## src/rtl/core/stok_pkg.sv

```systemverilog
package stok_pkg;

   // storage widths of the scanner counters
   localparam int LENGTH_BITS = 16;
   localparam int OFFSET_BITS = 32;
   localparam int OUT_LEN_MAX = 65535;

   localparam logic [30:0] VAL_MAX = '1;

   // token kinds
   localparam logic [5:0] KIND_LPAREN = 6'd0;
   localparam logic [5:0] KIND_RPAREN = 6'd1;
   localparam logic [5:0] KIND_LBRACE = 6'd2;
   localparam logic [5:0] KIND_RBRACE = 6'd3;
   localparam logic [5:0] KIND_COMMA  = 6'd4;
   localparam logic [5:0] KIND_SEMI   = 6'd5;
   localparam logic [5:0] KIND_POINT  = 6'd6;
   localparam logic [4:0] OP_PLUS     = 5'd7;
   localparam logic [4:0] OP_MINUS    = 5'd9;
   localparam logic [4:0] OP_STAR     = 5'd11;
   localparam logic [5:0] KIND_DIV    = 6'd13;
   localparam logic [4:0] OP_PERCENT  = 5'd15;
   localparam logic [4:0] OP_CARET    = 5'd17;
   localparam logic [4:0] OP_AMP      = 5'd19;
   localparam logic [4:0] OP_BAR      = 5'd21;
   localparam logic [4:0] OP_LESS     = 5'd23;
   localparam logic [4:0] OP_GREATER  = 5'd25;
   localparam logic [4:0] OP_ASSIGN   = 5'd27;
   localparam logic [4:0] OP_BANG     = 5'd29;
   localparam logic [4:0] OP_NONE     = 5'd0;
   localparam logic [5:0] KIND_STRING = 6'd31;
   localparam logic [5:0] KIND_INT    = 6'd32;
   localparam logic [5:0] KIND_FLOAT  = 6'd33;
   localparam logic [5:0] KIND_IDENT  = 6'd34;
   localparam logic [5:0] KIND_KW0    = 6'd35;
   localparam logic [5:0] KIND_EOF    = 6'd44;
   localparam logic [5:0] KIND_ERROR  = 6'd45;

   // keywords packed right-aligned, first byte most significant
   localparam int KW_COUNT = 9;
   localparam logic [47:0] KW_TEXT [KW_COUNT] = '{
      48'h0063_6C61_7373,  // class
      48'h0077_6869_6C65,  // while
      48'h0000_0066_6F72,  // for
      48'h0000_0000_6966,  // if
      48'h0000_656C_7365,  // else
      48'h7265_7475_726E,  // return
      48'h0000_6E75_6C6C,  // null
      48'h0000_7472_7565,  // true
      48'h0066_616C_7365   // false
   };
   localparam logic [2:0] KW_LEN [KW_COUNT] = '{
      3'd5, 3'd5, 3'd3, 3'd2, 3'd4, 3'd6, 3'd4, 3'd4, 3'd5
   };

   typedef enum logic [3:0] {
      PH_IDLE,
      PH_OPER,
      PH_SLASH,
      PH_COMMENT,
      PH_STRING,
      PH_INT,
      PH_INTDOT,
      PH_FLOAT,
      PH_IDENT
   } phase_type;

   typedef struct packed {
      logic [5:0]  kind;
      logic [31:0] start;
      logic [15:0] length;
      logic [30:0] value;
      logic        ovf;
   } res_type;

   typedef struct packed {
      phase_type              phase;
      logic [4:0]             op;
      logic [OFFSET_BITS-1:0] first;
      logic [LENGTH_BITS-1:0] len;
      logic [30:0]            val;
      logic [47:0]            kw;
      logic                   lsat;
      logic                   vsat;
   } tok_type;

   typedef struct packed {
      logic [1:0]    v;
      res_type [1:0] r;
   } fin_type;

   typedef struct packed {
      logic [1:0]    cnt;
      res_type [2:0] slot;
   } bundle_type;

endpackage

```

## src/rtl/core/stok_core.sv

```systemverilog
module stok_core (
   input  logic                 clock,
   input  logic                 reset,
   input  logic                 step,
   input  logic [7:0]           char_in,
   input  logic                 byte_valid,
   input  logic                 end_of_input,
   output stok_pkg::bundle_type bundle
);
   import stok_pkg::*;

   typedef struct packed {
      logic       hit;
      logic [5:0] kind;
   } kind_hit_type;

   localparam int NCAND = 7;

   tok_type                tok_ff, tok_in, mid;
   logic [OFFSET_BITS-1:0] pos_ff, pos_in, pos_mid;
   logic                   halt_ff, halt_in, mid_halt;
   logic                   consumed;
   logic                   is_ws, is_digit, is_alpha, is_unknown;
   kind_hit_type           punct;
   logic [4:0]             opk;
   res_type                cand [NCAND];
   logic [NCAND-1:0]       cand_v;
   fin_type                fin_byte, fin_end;

   function automatic res_type mk_res(input logic [5:0] kind,
                                      input logic [OFFSET_BITS-1:0] start,
                                      input logic [LENGTH_BITS-1:0] len,
                                      input logic [30:0] val,
                                      input logic ovf);
      res_type r;
      r.kind  = kind;
      r.start = 32'(start);
      r.value = val;
      if (len > LENGTH_BITS'(OUT_LEN_MAX)) begin
         r.length = 16'hFFFF;
         r.ovf    = 1'b1;
      end else begin
         r.length = 16'(len);
         r.ovf    = ovf;
      end
      return r;
   endfunction

   function automatic tok_type grow(input tok_type t);
      tok_type g;
      g = t;
      if (&t.len) g.lsat = 1'b1;
      else g.len = t.len + 1'b1;
      return g;
   endfunction

   function automatic tok_type start_token(input tok_type t,
                                           input logic [OFFSET_BITS-1:0] p);
      tok_type s;
      s       = t;
      s.first = p;
      s.len   = LENGTH_BITS'(1);
      s.lsat  = 1'b0;
      s.vsat  = 1'b0;
      s.val   = '0;
      s.kw    = '0;
      return s;
   endfunction

   function automatic logic [5:0] ident_kind(input tok_type t);
      logic [5:0] k;
      k = KIND_IDENT;
      if (t.len <= LENGTH_BITS'(6)) begin
         for (int i = 0; i < KW_COUNT; i++) begin
            if (t.kw == KW_TEXT[i] && t.len == LENGTH_BITS'(KW_LEN[i])) begin
               k = KIND_KW0 + 6'(i);
            end
         end
      end
      return k;
   endfunction

   // closes whatever token is open; p is the offset of the byte that closes it
   function automatic fin_type finish(input tok_type t,
                                      input logic [OFFSET_BITS-1:0] p);
      fin_type f;
      f = '0;
      unique case (t.phase)
         PH_OPER: begin
            f.v[0] = 1'b1;
            f.r[0] = mk_res(6'(t.op), t.first, LENGTH_BITS'(1), '0, 1'b0);
         end
         PH_SLASH: begin
            f.v[0] = 1'b1;
            f.r[0] = mk_res(KIND_DIV, t.first, LENGTH_BITS'(1), '0, 1'b0);
         end
         PH_STRING: begin
            f.v[0] = 1'b1;
            f.r[0] = mk_res(KIND_ERROR, t.first, t.len, '0, t.lsat);
         end
         PH_INT: begin
            f.v[0] = 1'b1;
            f.r[0] = mk_res(KIND_INT, t.first, t.len, t.val, t.lsat | t.vsat);
         end
         PH_INTDOT: begin
            f.v    = 2'b11;
            f.r[0] = mk_res(KIND_INT, t.first, t.len, t.val, t.lsat | t.vsat);
            f.r[1] = mk_res(KIND_POINT, p - 1'b1, LENGTH_BITS'(1), '0, 1'b0);
         end
         PH_FLOAT: begin
            f.v[0] = 1'b1;
            f.r[0] = mk_res(KIND_FLOAT, t.first, t.len, '0, t.lsat);
         end
         PH_IDENT: begin
            f.v[0] = 1'b1;
            f.r[0] = mk_res(ident_kind(t), t.first, t.len, '0, t.lsat);
         end
         default: f = '0;
      endcase
      return f;
   endfunction

   // byte classes
   always_comb begin
      is_ws    = (char_in == " ") || (char_in == "\t") ||
                 (char_in == "\r") || (char_in == "\n");
      is_digit = (char_in >= "0") && (char_in <= "9");
      is_alpha = ((char_in >= "a") && (char_in <= "z")) ||
                 ((char_in >= "A") && (char_in <= "Z")) || (char_in == "_");
      punct = '0;
      opk   = OP_NONE;
      unique case (char_in)
         "(":     punct = '{1'b1, KIND_LPAREN};
         ")":     punct = '{1'b1, KIND_RPAREN};
         "{":     punct = '{1'b1, KIND_LBRACE};
         "}":     punct = '{1'b1, KIND_RBRACE};
         ",":     punct = '{1'b1, KIND_COMMA};
         ";":     punct = '{1'b1, KIND_SEMI};
         ".":     punct = '{1'b1, KIND_POINT};
         "+":     opk = OP_PLUS;
         "-":     opk = OP_MINUS;
         "*":     opk = OP_STAR;
         "%":     opk = OP_PERCENT;
         "^":     opk = OP_CARET;
         "&":     opk = OP_AMP;
         "|":     opk = OP_BAR;
         "<":     opk = OP_LESS;
         ">":     opk = OP_GREATER;
         "=":     opk = OP_ASSIGN;
         "!":     opk = OP_BANG;
         default: opk = OP_NONE;
      endcase
      is_unknown = !is_ws && !punct.hit && (opk == OP_NONE) && (char_in != "/") &&
                   (char_in != "\"") && !is_digit && !is_alpha;
   end

   // next state: the byte first, then the end marker
   always_comb begin
      logic [34:0] acc;
      mid      = tok_ff;
      mid_halt = halt_ff;
      consumed = 1'b0;
      acc      = 35'(tok_ff.val) * 35'd10 + 35'(char_in - "0");
      pos_mid  = byte_valid ? pos_ff + 1'b1 : pos_ff;
      if (byte_valid && !halt_ff) begin
         unique case (tok_ff.phase)
            PH_OPER: begin
               if (char_in == "=") begin
                  consumed  = 1'b1;
                  mid.phase = PH_IDLE;
               end
            end
            PH_SLASH: begin
               if (char_in == "/") begin
                  consumed  = 1'b1;
                  mid.phase = PH_COMMENT;
               end else if (char_in == "=") begin
                  consumed  = 1'b1;
                  mid.phase = PH_IDLE;
               end
            end
            PH_COMMENT: begin
               consumed = 1'b1;
               if (char_in == "\n") mid.phase = PH_IDLE;
            end
            PH_STRING: begin
               consumed = 1'b1;
               if (char_in == "\"") mid.phase = PH_IDLE;
               else mid = grow(tok_ff);
            end
            PH_INT: begin
               if (is_digit) begin
                  consumed = 1'b1;
                  if (tok_ff.vsat || acc > 35'(VAL_MAX)) begin
                     mid.val  = VAL_MAX;
                     mid.vsat = 1'b1;
                  end else begin
                     mid.val = 31'(acc);
                  end
                  mid = grow(mid);
               end else if (char_in == ".") begin
                  consumed  = 1'b1;
                  mid.phase = PH_INTDOT;
               end
            end
            PH_INTDOT: begin
               if (is_digit) begin
                  consumed  = 1'b1;
                  mid       = grow(grow(tok_ff));
                  mid.phase = PH_FLOAT;
               end
            end
            PH_FLOAT: begin
               if (is_digit) begin
                  consumed = 1'b1;
                  mid      = grow(tok_ff);
               end
            end
            PH_IDENT: begin
               if (is_digit || is_alpha) begin
                  consumed = 1'b1;
                  if (tok_ff.len < LENGTH_BITS'(6)) mid.kw = {tok_ff.kw[39:0], char_in};
                  mid = grow(mid);
               end
            end
            default: consumed = 1'b0;
         endcase
         if (!consumed) begin
            mid.phase = PH_IDLE;
            if (opk != OP_NONE) begin
               mid       = start_token(mid, pos_ff);
               mid.op    = opk;
               mid.phase = PH_OPER;
            end else if (char_in == "/") begin
               mid       = start_token(mid, pos_ff);
               mid.phase = PH_SLASH;
            end else if (char_in == "\"") begin
               // string offsets and lengths cover the content only
               mid       = start_token(mid, pos_ff + 1'b1);
               mid.len   = '0;
               mid.phase = PH_STRING;
            end else if (is_digit) begin
               mid       = start_token(mid, pos_ff);
               mid.val   = 31'(char_in - "0");
               mid.phase = PH_INT;
            end else if (is_alpha) begin
               mid       = start_token(mid, pos_ff);
               mid.kw    = 48'(char_in);
               mid.phase = PH_IDENT;
            end else if (is_unknown) begin
               mid_halt = 1'b1;
            end
         end
      end
      tok_in  = mid;
      halt_in = mid_halt;
      pos_in  = pos_mid;
      if (end_of_input) begin
         tok_in       = '0;
         tok_in.phase = PH_IDLE;
         halt_in      = 1'b0;
         pos_in       = '0;
      end
   end

   // result candidates in emission order
   always_comb begin
      for (int i = 0; i < NCAND; i++) cand[i] = '0;
      cand_v   = '0;
      fin_byte = '0;
      fin_end  = '0;
      if (byte_valid && !halt_ff) begin
         if (consumed) begin
            unique case (tok_ff.phase)
               PH_OPER: begin
                  cand_v[0] = 1'b1;
                  cand[0]   = mk_res(6'(tok_ff.op) + 6'd1, tok_ff.first,
                                     LENGTH_BITS'(2), '0, 1'b0);
               end
               PH_SLASH: begin
                  if (char_in == "=") begin
                     cand_v[0] = 1'b1;
                     cand[0]   = mk_res(KIND_DIV + 6'd1, tok_ff.first,
                                        LENGTH_BITS'(2), '0, 1'b0);
                  end
               end
               PH_STRING: begin
                  if (char_in == "\"") begin
                     cand_v[0] = 1'b1;
                     cand[0]   = mk_res(KIND_STRING, tok_ff.first, tok_ff.len, '0,
                                        tok_ff.lsat);
                  end
               end
               default: cand_v[0] = 1'b0;
            endcase
         end else begin
            fin_byte  = finish(tok_ff, pos_ff);
            cand_v[1] = fin_byte.v[0];
            cand[1]   = fin_byte.r[0];
            cand_v[2] = fin_byte.v[1];
            cand[2]   = fin_byte.r[1];
            if (punct.hit) begin
               cand_v[3] = 1'b1;
               cand[3]   = mk_res(punct.kind, pos_ff, LENGTH_BITS'(1), '0, 1'b0);
            end else if (is_unknown) begin
               cand_v[3] = 1'b1;
               cand[3]   = mk_res(KIND_ERROR, pos_ff, LENGTH_BITS'(1), '0, 1'b0);
            end
         end
      end
      if (end_of_input) begin
         if (!mid_halt) fin_end = finish(mid, pos_mid);
         cand_v[4] = fin_end.v[0];
         cand[4]   = fin_end.r[0];
         cand_v[5] = fin_end.v[1];
         cand[5]   = fin_end.r[1];
         cand_v[6] = 1'b1;
         cand[6]   = mk_res(KIND_EOF, pos_mid, '0, '0, 1'b0);
      end
   end

   // keep the first three candidates
   always_comb begin
      logic [1:0] n;
      n      = '0;
      bundle = '0;
      for (int i = 0; i < NCAND; i++) begin
         if (cand_v[i] && n != 2'd3) begin
            bundle.slot[n] = cand[i];
            n              = n + 2'd1;
         end
      end
      bundle.cnt = n;
   end

   always_ff @(posedge clock) begin
      if (reset) begin
         tok_ff       <= '0;
         tok_ff.phase <= PH_IDLE;
         pos_ff       <= '0;
         halt_ff      <= 1'b0;
      end else if (step) begin
         tok_ff  <= tok_in;
         pos_ff  <= pos_in;
         halt_ff <= halt_in;
      end
   end

endmodule

```

## src/rtl/core/source_tokenizer.sv

```systemverilog
// channel  direction  handshake            payload
// req      in         req_valid/req_stall  req_char_in, req_byte_valid, req_end_of_input
// rsp      out        rsp_valid/rsp_stall  rsp_token_kind .. rsp_overflow, rsp_last
//
// one byte per cycle while req_stall is low: an item is held in the input register until
// the result buffer has room, then the scanner decodes it in a single pass and loads up to
// three tokens into the result buffer, which drains one token per transfer
// the next item waits in the input register until the last token of the item before is taken
// reset is synchronous and clears the scanner state and both buffers
// rsp_stall backs up into req_stall only once the input register is occupied
module source_tokenizer (
   input  logic        clock,
   input  logic        reset,
   input  logic        req_valid,
   output logic        req_stall,
   input  logic [7:0]  req_char_in,
   input  logic        req_byte_valid,
   input  logic        req_end_of_input,
   output logic        rsp_valid,
   input  logic        rsp_stall,
   output logic [5:0]  rsp_token_kind,
   output logic [31:0] rsp_token_start,
   output logic [15:0] rsp_token_length,
   output logic [30:0] rsp_int_value,
   output logic        rsp_overflow,
   output logic        rsp_last
);
   import stok_pkg::*;

   // input register
   logic       a_valid_ff;
   logic [7:0] a_char_ff;
   logic       a_bv_ff;
   logic       a_end_ff;

   // result buffer: tokens of one item, rem_ff still to go, rd_ff the next one
   res_type    res_ff [3];
   logic [1:0] rem_ff;
   logic [1:0] rd_ff;

   logic       take, buf_free, advance, accept;
   bundle_type bundle;

   stok_core u_core (
      .clock        (clock),
      .reset        (reset),
      .step         (advance),
      .char_in      (a_char_ff),
      .byte_valid   (a_bv_ff),
      .end_of_input (a_end_ff),
      .bundle       (bundle)
   );

   // handshake
   assign take     = rsp_valid && !rsp_stall;
   assign buf_free = (rem_ff == 2'd0) || (rem_ff == 2'd1 && take);
   assign advance  = a_valid_ff && buf_free;
   assign req_stall = a_valid_ff && !advance;
   assign accept   = req_valid && !req_stall;

   // output view of the buffer
   assign rsp_valid        = rem_ff != 2'd0;
   assign rsp_last         = rem_ff == 2'd1;
   assign rsp_token_kind   = res_ff[rd_ff].kind;
   assign rsp_token_start  = res_ff[rd_ff].start;
   assign rsp_token_length = res_ff[rd_ff].length;
   assign rsp_int_value    = res_ff[rd_ff].value;
   assign rsp_overflow     = res_ff[rd_ff].ovf;

   // input register, refilled in the cycle it empties
   always_ff @(posedge clock) begin
      if (reset) begin
         a_valid_ff <= 1'b0;
      end else if (accept) begin
         a_valid_ff <= 1'b1;
      end else if (advance) begin
         a_valid_ff <= 1'b0;
      end
   end

   always_ff @(posedge clock) begin
      if (accept) begin
         a_char_ff <= req_char_in;
         a_bv_ff   <= req_byte_valid;
         a_end_ff  <= req_end_of_input;
      end
   end

   // result buffer control
   always_ff @(posedge clock) begin
      if (reset) begin
         rem_ff <= '0;
         rd_ff  <= '0;
      end else if (advance && bundle.cnt != 2'd0) begin
         rem_ff <= bundle.cnt;
         rd_ff  <= '0;
      end else if (take) begin
         rem_ff <= rem_ff - 2'd1;
         rd_ff  <= rd_ff + 2'd1;
      end
   end

   // token payload, no reset needed
   always_ff @(posedge clock) begin
      if (advance && bundle.cnt != 2'd0) begin
         res_ff[0] <= bundle.slot[0];
         res_ff[1] <= bundle.slot[1];
         res_ff[2] <= bundle.slot[2];
      end
   end

endmodule
```

## config.mk

```make
export PLATFORM = sky130hd
export DESIGN_NAME = source_tokenizer
export DESIGN_NICKNAME = d
export VERILOG_FILES = /design/src/rtl/core/stok_pkg.sv /design/src/rtl/core/stok_core.sv /design/src/rtl/core/source_tokenizer.sv
export SDC_FILE = /design/constraint.sdc
export NUM_CORES = 2
export LEC_CHECK = 0
export ABC_AREA = 1
export ABC_CLOCK_PERIOD_IN_PS = 15600
export BUFFER_PORTS_ARGS = -buffer_cell sky130_fd_sc_hd__buf_2
export CAP_MARGIN = 20
export CELL_PAD_IN_SITES_DETAIL_PLACEMENT = 1
export CELL_PAD_IN_SITES_GLOBAL_PLACEMENT = 1
export CORE_MARGIN = 2
export CORE_UTILIZATION = 47
export CTS_BUF_LIST = sky130_fd_sc_hd__clkbuf_2 sky130_fd_sc_hd__clkbuf_4 sky130_fd_sc_hd__clkbuf_8
export CTS_CLUSTER_DIAMETER = 40
export DETAILED_ROUTE_END_ITERATION = 7
export GPL_TIMING_DRIVEN = 0
export PLACE_DENSITY_LB_ADDON = 0.05
export SYNTH_ARGS = -nofsm -noshare
export SYNTH_HDL_FRONTEND = slang
export SYNTH_HIERARCHICAL = 1
export SYNTH_SLANG_ARGS = --single-unit
```

## constraint.sdc

```tcl
create_clock -name clock -period 15.6 [get_ports clock]
set_input_delay 3.12 -clock clock [delete_from_list [all_inputs] [get_ports clock]]
set_output_delay 3.12 -clock clock [all_outputs]
set_load 0.005 [all_outputs]
```

### Word-level counts from Yosys, hierarchy flattened

Memory sizes are Yosys's and may differ from the RTL's. A register that Yosys moved wholly into a read port is not among the register bits.
Index checks and enable logic that the tools add are counted.

* flip-flop bits (word level): 186
* memory bits (writable): 258
* bits of input ports: 14
* logic and storage cells: 361
* memories: 1

Memories
* res_ff: depth 3, bits a word 86, read ports 1, clocked after memory_dff 1, write ports 3, RTL line source_tokenizer.sv:37 `res_type res_ff [3];`

* add/sub/neg operators: 17
* multipliers: 1
* $lt $le $gt $ge: 24
* equality and inequality tests: 77
* multiplexer cells: 145
* bitwise gates (word level): 2
* reduce and logical (&&, ||, !) cells: 78

Operators with widths (count)
* 258-bit two-way mux: 8
* 258-bit bitwise mux: 6
* 138-bit two-way mux: 9
* 86-bit demux with 2-bit select: 6
* 86-bit one-hot mux with 6 select lines: 2
* 86-bit two-way mux: 10
* 134-bit one-hot mux with 5 select lines: 1
* 97-bit two-way mux: 4
* 344-bit two-way mux: 1
* 48-bit by 31-bit == test with 1-bit output, second input constant: 6
* 48-bit by 39-bit == test with 1-bit output, second input constant: 6
* 86-bit one-hot mux with 3 select lines: 1
* 174-bit two-way mux: 1
* 83-bit two-way mux: 2
* 8-bit by 6-bit == test with 1-bit output, second input constant: 17
* 16-bit two-way mux: 7
* 16-bit by 3-bit == test with 1-bit output, second input constant: 6
* 48-bit by 15-bit == test with 1-bit output, second input constant: 2
* 48-bit by 23-bit == test with 1-bit output, second input constant: 2
* 48-bit by 47-bit == test with 1-bit output, second input constant: 2
* 85-bit two-way mux: 1
* 84-bit two-way mux: 1
* 16-bit by 2-bit == test with 1-bit output, second input constant: 4
* 32-bit two-way mux: 2
* other kinds (55): 237

### Longest topological paths before layout

* depth after elaboration: 43
* depth in mapped cells: 51

### Modules after synthesis

The synthesis kept the hierarchy.

By module, submodules not included
* stok_core: times used 1, cells an instance 5398, area an instance 28662.5 um^2, seq. area each 3423.3 um^2
* source_tokenizer: times used 1, cells an instance 706, area an instance 10189.8 um^2, seq. area each 8187.9 um^2

### Worst setup path after synthesis

OpenSTA, ideal clock, no wires.

* path type: register -> register
* start: register a_char_ff[5]
* end: memory res_ff[0][0] (netlist bit) (enable)
* library setup time: 0.608 ns
* arrival: 11.475 ns
* path slack: 3.518 ns
* cell stages (with the launch flop): 43
* path buffers: 1
* cells stage by stage: edfxtp_1 -> inv_1 -> ha_1 -> nand2_1 -> nor3_1 -> nand2_1 -> nand3_2 -> nand3_4 -> a21oi_4 -> nand2_2 -> inv_2 -> o21ai_1 -> inv_2 -> clkbuf_1 -> ha_1 -> a21oi_2 -> nand2_1 -> o21ai_0 -> (+7 left out) -> inv_1 -> nand2_8 -> nand2_1 -> o21a_1 -> inv_1 -> ha_1 -> nor2_2 -> inv_1 -> o21ai_0 -> inv_1 -> ha_1 -> nor2_1 -> nand2_1 -> o21ai_0 -> inv_1 -> nand2_1 -> nand3_2 -> inv_1

RTL lines
* from (decl): RTL line source_tokenizer.sv:32 `logic [7:0] a_char_ff;`
* from (signal assigned): RTL line source_tokenizer.sv:83 `a_char_ff <= req_char_in;`
* to (decl): RTL line source_tokenizer.sv:37

==> results.md <==
Worst setup path:
- The largest individual stage delay along the critical path comes from the cell sky130_fd_sc_hd__edfxtp_1.
- The category of the worst setup path launch point is a register.
- STA classifies the critical path endpoint as a register.
- In this design, the critical path's most frequently occurring cell is sky130_fd_sc_hd__inv_1.
- The worst setup path is of the register to register kind.
- The required time reported for the critical path endpoint is between 15000 and 20000 ps.
- The largest driver fanout on the critical path is approximately 120.
- The biggest cell delay along the critical path is about 620 ps.
- For the worst setup path, the data arrival time is roughly 11000 ps.
- In this run the register-to-register setup slack is 4620 ps.

Timing:
- The top achievable clock speed is around 0.091 GHz.
- The worst clock skew is between 40 and 50 ps.
- The number of max-slew violations in the final report is 0.
- Setup violations remaining at the end of the flow were counted as 0.
- At the pin with the least slew margin, the transition time is 1233 ps.
- The count of endpoints failing hold in the final timing report is 0.
- The shortest period the worst path allows is between 10000 and 15000 ps.
- In this run the tightest slew margin relative to its limit is 0.1694.
- Setup repair after global routing left no endpoint under its margin.
- Dividing the final minimum period by the clock period gives 0.7039.
- The minimum setup slack in the final design is about 4600 ps.

Pwr:
- Total power for the finished layout comes to approximately 5000 uW.
- Summed over all nets, the switching power comes to 2133 uW.
- The analysis attributes to cell leakage a power of 0.01806 uW.
- Of the total power, registers draw 0.317.
- VDD sags by at most about 0.088 mV.
- The share of total power consumed by net switching is 0.4301.
- The cell-internal power is between 2000 and 3000 uW.
- The proportion of power drawn by combinational gates is 0.395.
- The part of the power in the clock network is 0.288.
- Power spread over the standard cell area amounts to 115.3 nW/um2.

Yosys:
- In this run, synthesis produced a sequential element count of 446.
- After synthesis, the largest family of logic cells by area is simple AND/OR/NAND/NOR gates.
- The mean instance size in the synthesized netlist is 6.365 um2.
- Of the total synthesized cell area, the portion taken by AND, OR, NAND and NOR gates is 0.3414.
- The number of enable flip-flop cells after synthesis is between 200 and 300.
- The xor-xnor portion of the synthesized cell area is 0.03484.
- The mux share of post-synthesis cell area is 0.
- The cell area after technology mapping is about 39000 um2.
- The most used flip-flop cell after synthesis is sky130_fd_sc_hd__edfxtp_1.
- The fraction of the yosys area taken by sequential cells is 0.2989.
- After technology mapping, the gate count stands at just over 6k.
- The arithmetic-cell share of the synthesized area counting full adders, half adders and majority gates is 0.04193.
- In the synthesized netlist the async set-or-reset flop fraction comes to 0.
- The distinct cell type count of the synthesized netlist is between 70 and 80.
- The complex-gate fraction of the synthesized area came to 0.1896.
- Yosys printed 6 warnings.
- When the netlist entered floorplanning its net count stood at 6247.

Clocking:
- After clock tree synthesis, the clock-pin slew on the worst setup and hold paths is roughly 50 ps.
- The clock root buffer is sky130_fd_sc_hd__clkbuf_8.
- After clock tree synthesis, the repair step resized 0 gates.
- The total clock buffers created by CTS is 94.
- Buffers added to address setup during post-CTS repair amount to 0.
- Counting every sink on the clock net gives 446.
- The CTS tree is yes.
- After clock tree synthesis, the flow added hold-fix buffers numbering 0.
- The clock latency of the later-clocked register in the worst-skew pair is approximately 770 ps.
- In this run the deepest clock path goes through 3 buffers.
- The number of H-tree levels is 3.

Cells and area:
- At the end of the flow, the number of nets in the layout was ~6.5k.
- The final design instance area without fill is 42990 um2.
- In the final layout, the share of cells above drive strength 1 is 0.08202.
- The area growth from synthesis to layout is 10.65%.
- After the flow finishes, the layout carries non-filler instances totaling ~7.5k.
- Leaving out fill and tap cells, the most frequent cell in the layout is sky130_fd_sc_hd__nand2_1.
- In the layout the commonest cells are 1704 x sky130_fd_sc_hd__nand2_1, 659 x sky130_fd_sc_hd__a21oi_1, 646 x sky130_fd_sc_hd__nor2_1.
- Measured on the finished design, the core utilization comes to 0.5244.

Global routing:
- The number of antenna violations at the first check in global routing was 6.
- The remaining global-route overflow is 0.
- The via count of the first global-routing pass is 45.29k.
- The maximum number of pins on one net before global-route repair is between 100 and 150.
- Across every metal layer, demand over resource in global routing totals 0.4464.
- The first global-routing pass estimated 287.7 mm of wire.

Floorplanning:
- The x dimension of the die is 291.5 um.
- The placeable core area is 81980 um2.
- The number of rows in the core area is between 100 and 150.
- From bottom edge to top edge, the die measures 291.5 um.
- The I/O pin count is 103.
- The die covers between 80000 and 90000 um2.
- The initial standard-cell utilization of the core is 0.4739.

Place:
- The placed instances occupy a cell area of a little over 40000 um2.
- During placement, the flow inserted port buffers numbering a little over 100.
- The count of placed standard cells including taps is 7282.
- The post-placement worst setup slack is just under 5000 ps.
- The placer congestion estimate is 1.079.
- After legalization and detailed placement, the total HPWL measured approximately 160 mm.

Outcome:
- The run finished with clean final reports.

Routing:
- The final routed wirelength across all metal layers is around 200 mm.
- The post-detailed-route wirelength per cell is ~26 um.
- The number of vias per cell after detailed routing is approximately 6.3.
- For this run, design rule violations remaining after detail routing come to 0.
- The first-iteration detailed-routing DRC count is slightly below 6k.
- Across all layers, the routed design uses 46.73k vias.
- In this run the remaining antenna-violating nets after routing total 0.
- Before antenna repair, the detailed router went through 6 iterations.

Min path:
- The path class of the tightest hold or removal check is register to register.

Flow run:
- The max capacitance violation total is 0.
==> cell type report <==
| cell class | count | area [um2] |
|---|---|---|
| fillers | 11380 | 38990 |
| well taps | 1070 | 1339 |
| plain buffers | 356 | 1602 |
| multi-input cells | 4763 | 23610 |
| clock inverters | 48 | 539.3 |
| diodes | 5 | 12.51 |
| flip-flops and latches | 446 | 11610 |
| inverters | 539 | 2036 |
| clock buffers | 125 | 1589 |
| repair buffers | 112 | 648.1 |
==> kinds of logic after synthesis <==
logic type / Yosys count
adders and majority gates: 129
xor gates and xnor gates: 152
DFF: 446
AOI/OAI and AO/OA: 1329
and+or+nand+nor: 3153
buffers and inverters: 895
==> synth_stat cells (all sizes together) (5+ instances only) <==
cell type / number / area (um2)
nor2: 671 / 2650
o221ai: 12 / 105.1
a21boi: 5 / 37.54
xnor2: 25 / 226.5
clkbuf: 194 / 732.0
o311ai: 6 / 52.55
inv: 523 / 1966
ha: 127 / 1589
o21ai: 384 / 1929
clkinv: 16 / 62.56
nor3: 110 / 565.5
a22oi: 53 / 397.9
nor4: 24 / 150.1
o21a: 10 / 75.07
o2111ai: 9 / 78.83
o211ai: 85 / 643.1
dfxtp: 178 / 3563
xor2: 127 / 1127
a21oi: 662 / 3332
edfxtp: 268 / 8048
buf: 162 / 869.6
nand2: 1718 / 6507
o31ai: 10 / 75.07
or2: 48 / 302.8
a31oi: 27 / 168.9
o22ai: 38 / 237.7
nand3: 482 / 2450
a221oi: 6 / 52.55
nand4: 87 / 544.3
==> per-stage QoR <==
stage	setup TNS (ps)	hold WS [ps]
after CTS	0	465.9
after global placement	-53910	452.7
final	0	467.4
after floorplan	0	445.3
after global routing	0	486.7
after detailed placement	0	457.2
==> registers in the layout, summed over array words and instances (netlist names), named ones only <==
signal,cells
res_ff,258
u_core/tok_ff,138
u_core/pos_ff,32
a_char_ff,8
rd_ff,2
rem_ff,2
a_bv_ff,1
a_end_ff,1
a_valid_ff,1
u_core/halt_ff,1
==> worst max-delay path: cells and delay by family, from the launching register on <==
kind	cells	cell delay, ps
flops	1	620
compound gates	8	2170
fa+ha+maj	6	1530
buf+inv	16	3490
simple gates	15	2580
==> worst paths after layout <==
kind / end / startpoint / cells after the start
worst max-delay path: res_ff[2][50]$_DFFE_PP_ / a_char_ff[4]$_DFFE_PP_ / 45
worst min register to register: u_core/tok_ff[36]$_SDFFE_PP0P_ / u_core/tok_ff[36]$_SDFFE_PP0P_ / 2
worst max register to register: res_ff[2][50]$_DFFE_PP_ / a_char_ff[4]$_DFFE_PP_ / 45
worst min-delay path: u_core/tok_ff[36]$_SDFFE_PP0P_ / u_core/tok_ff[36]$_SDFFE_PP0P_ / 2
==> power by group through the flow <==
stage          clock (uW)  sequential [uW]  combinational [uW]
5_1_grt              1490             1580                2070
6_report             1430             1570                1960
3_3_place_gp            0             1630                1790
4_1_cts              1440             1570                1880
2_1_floorplan           0             1590                1120
3_5_place_dp            0             1590                1870
==> routing by layer <==
metal	wire length, um	GRT usage	part of all wire	vias up
li1	-	-	-	20900
met1	79280	0.6096	0.40	22330
met2	81330	0.6593	0.42	2921
met3	23610	0.09781	0.12	577
met4	11580	0.2312	0.059	6
met5	45	0	0.00023	-
Note: power is estimated with default switching activity, not from simulation.
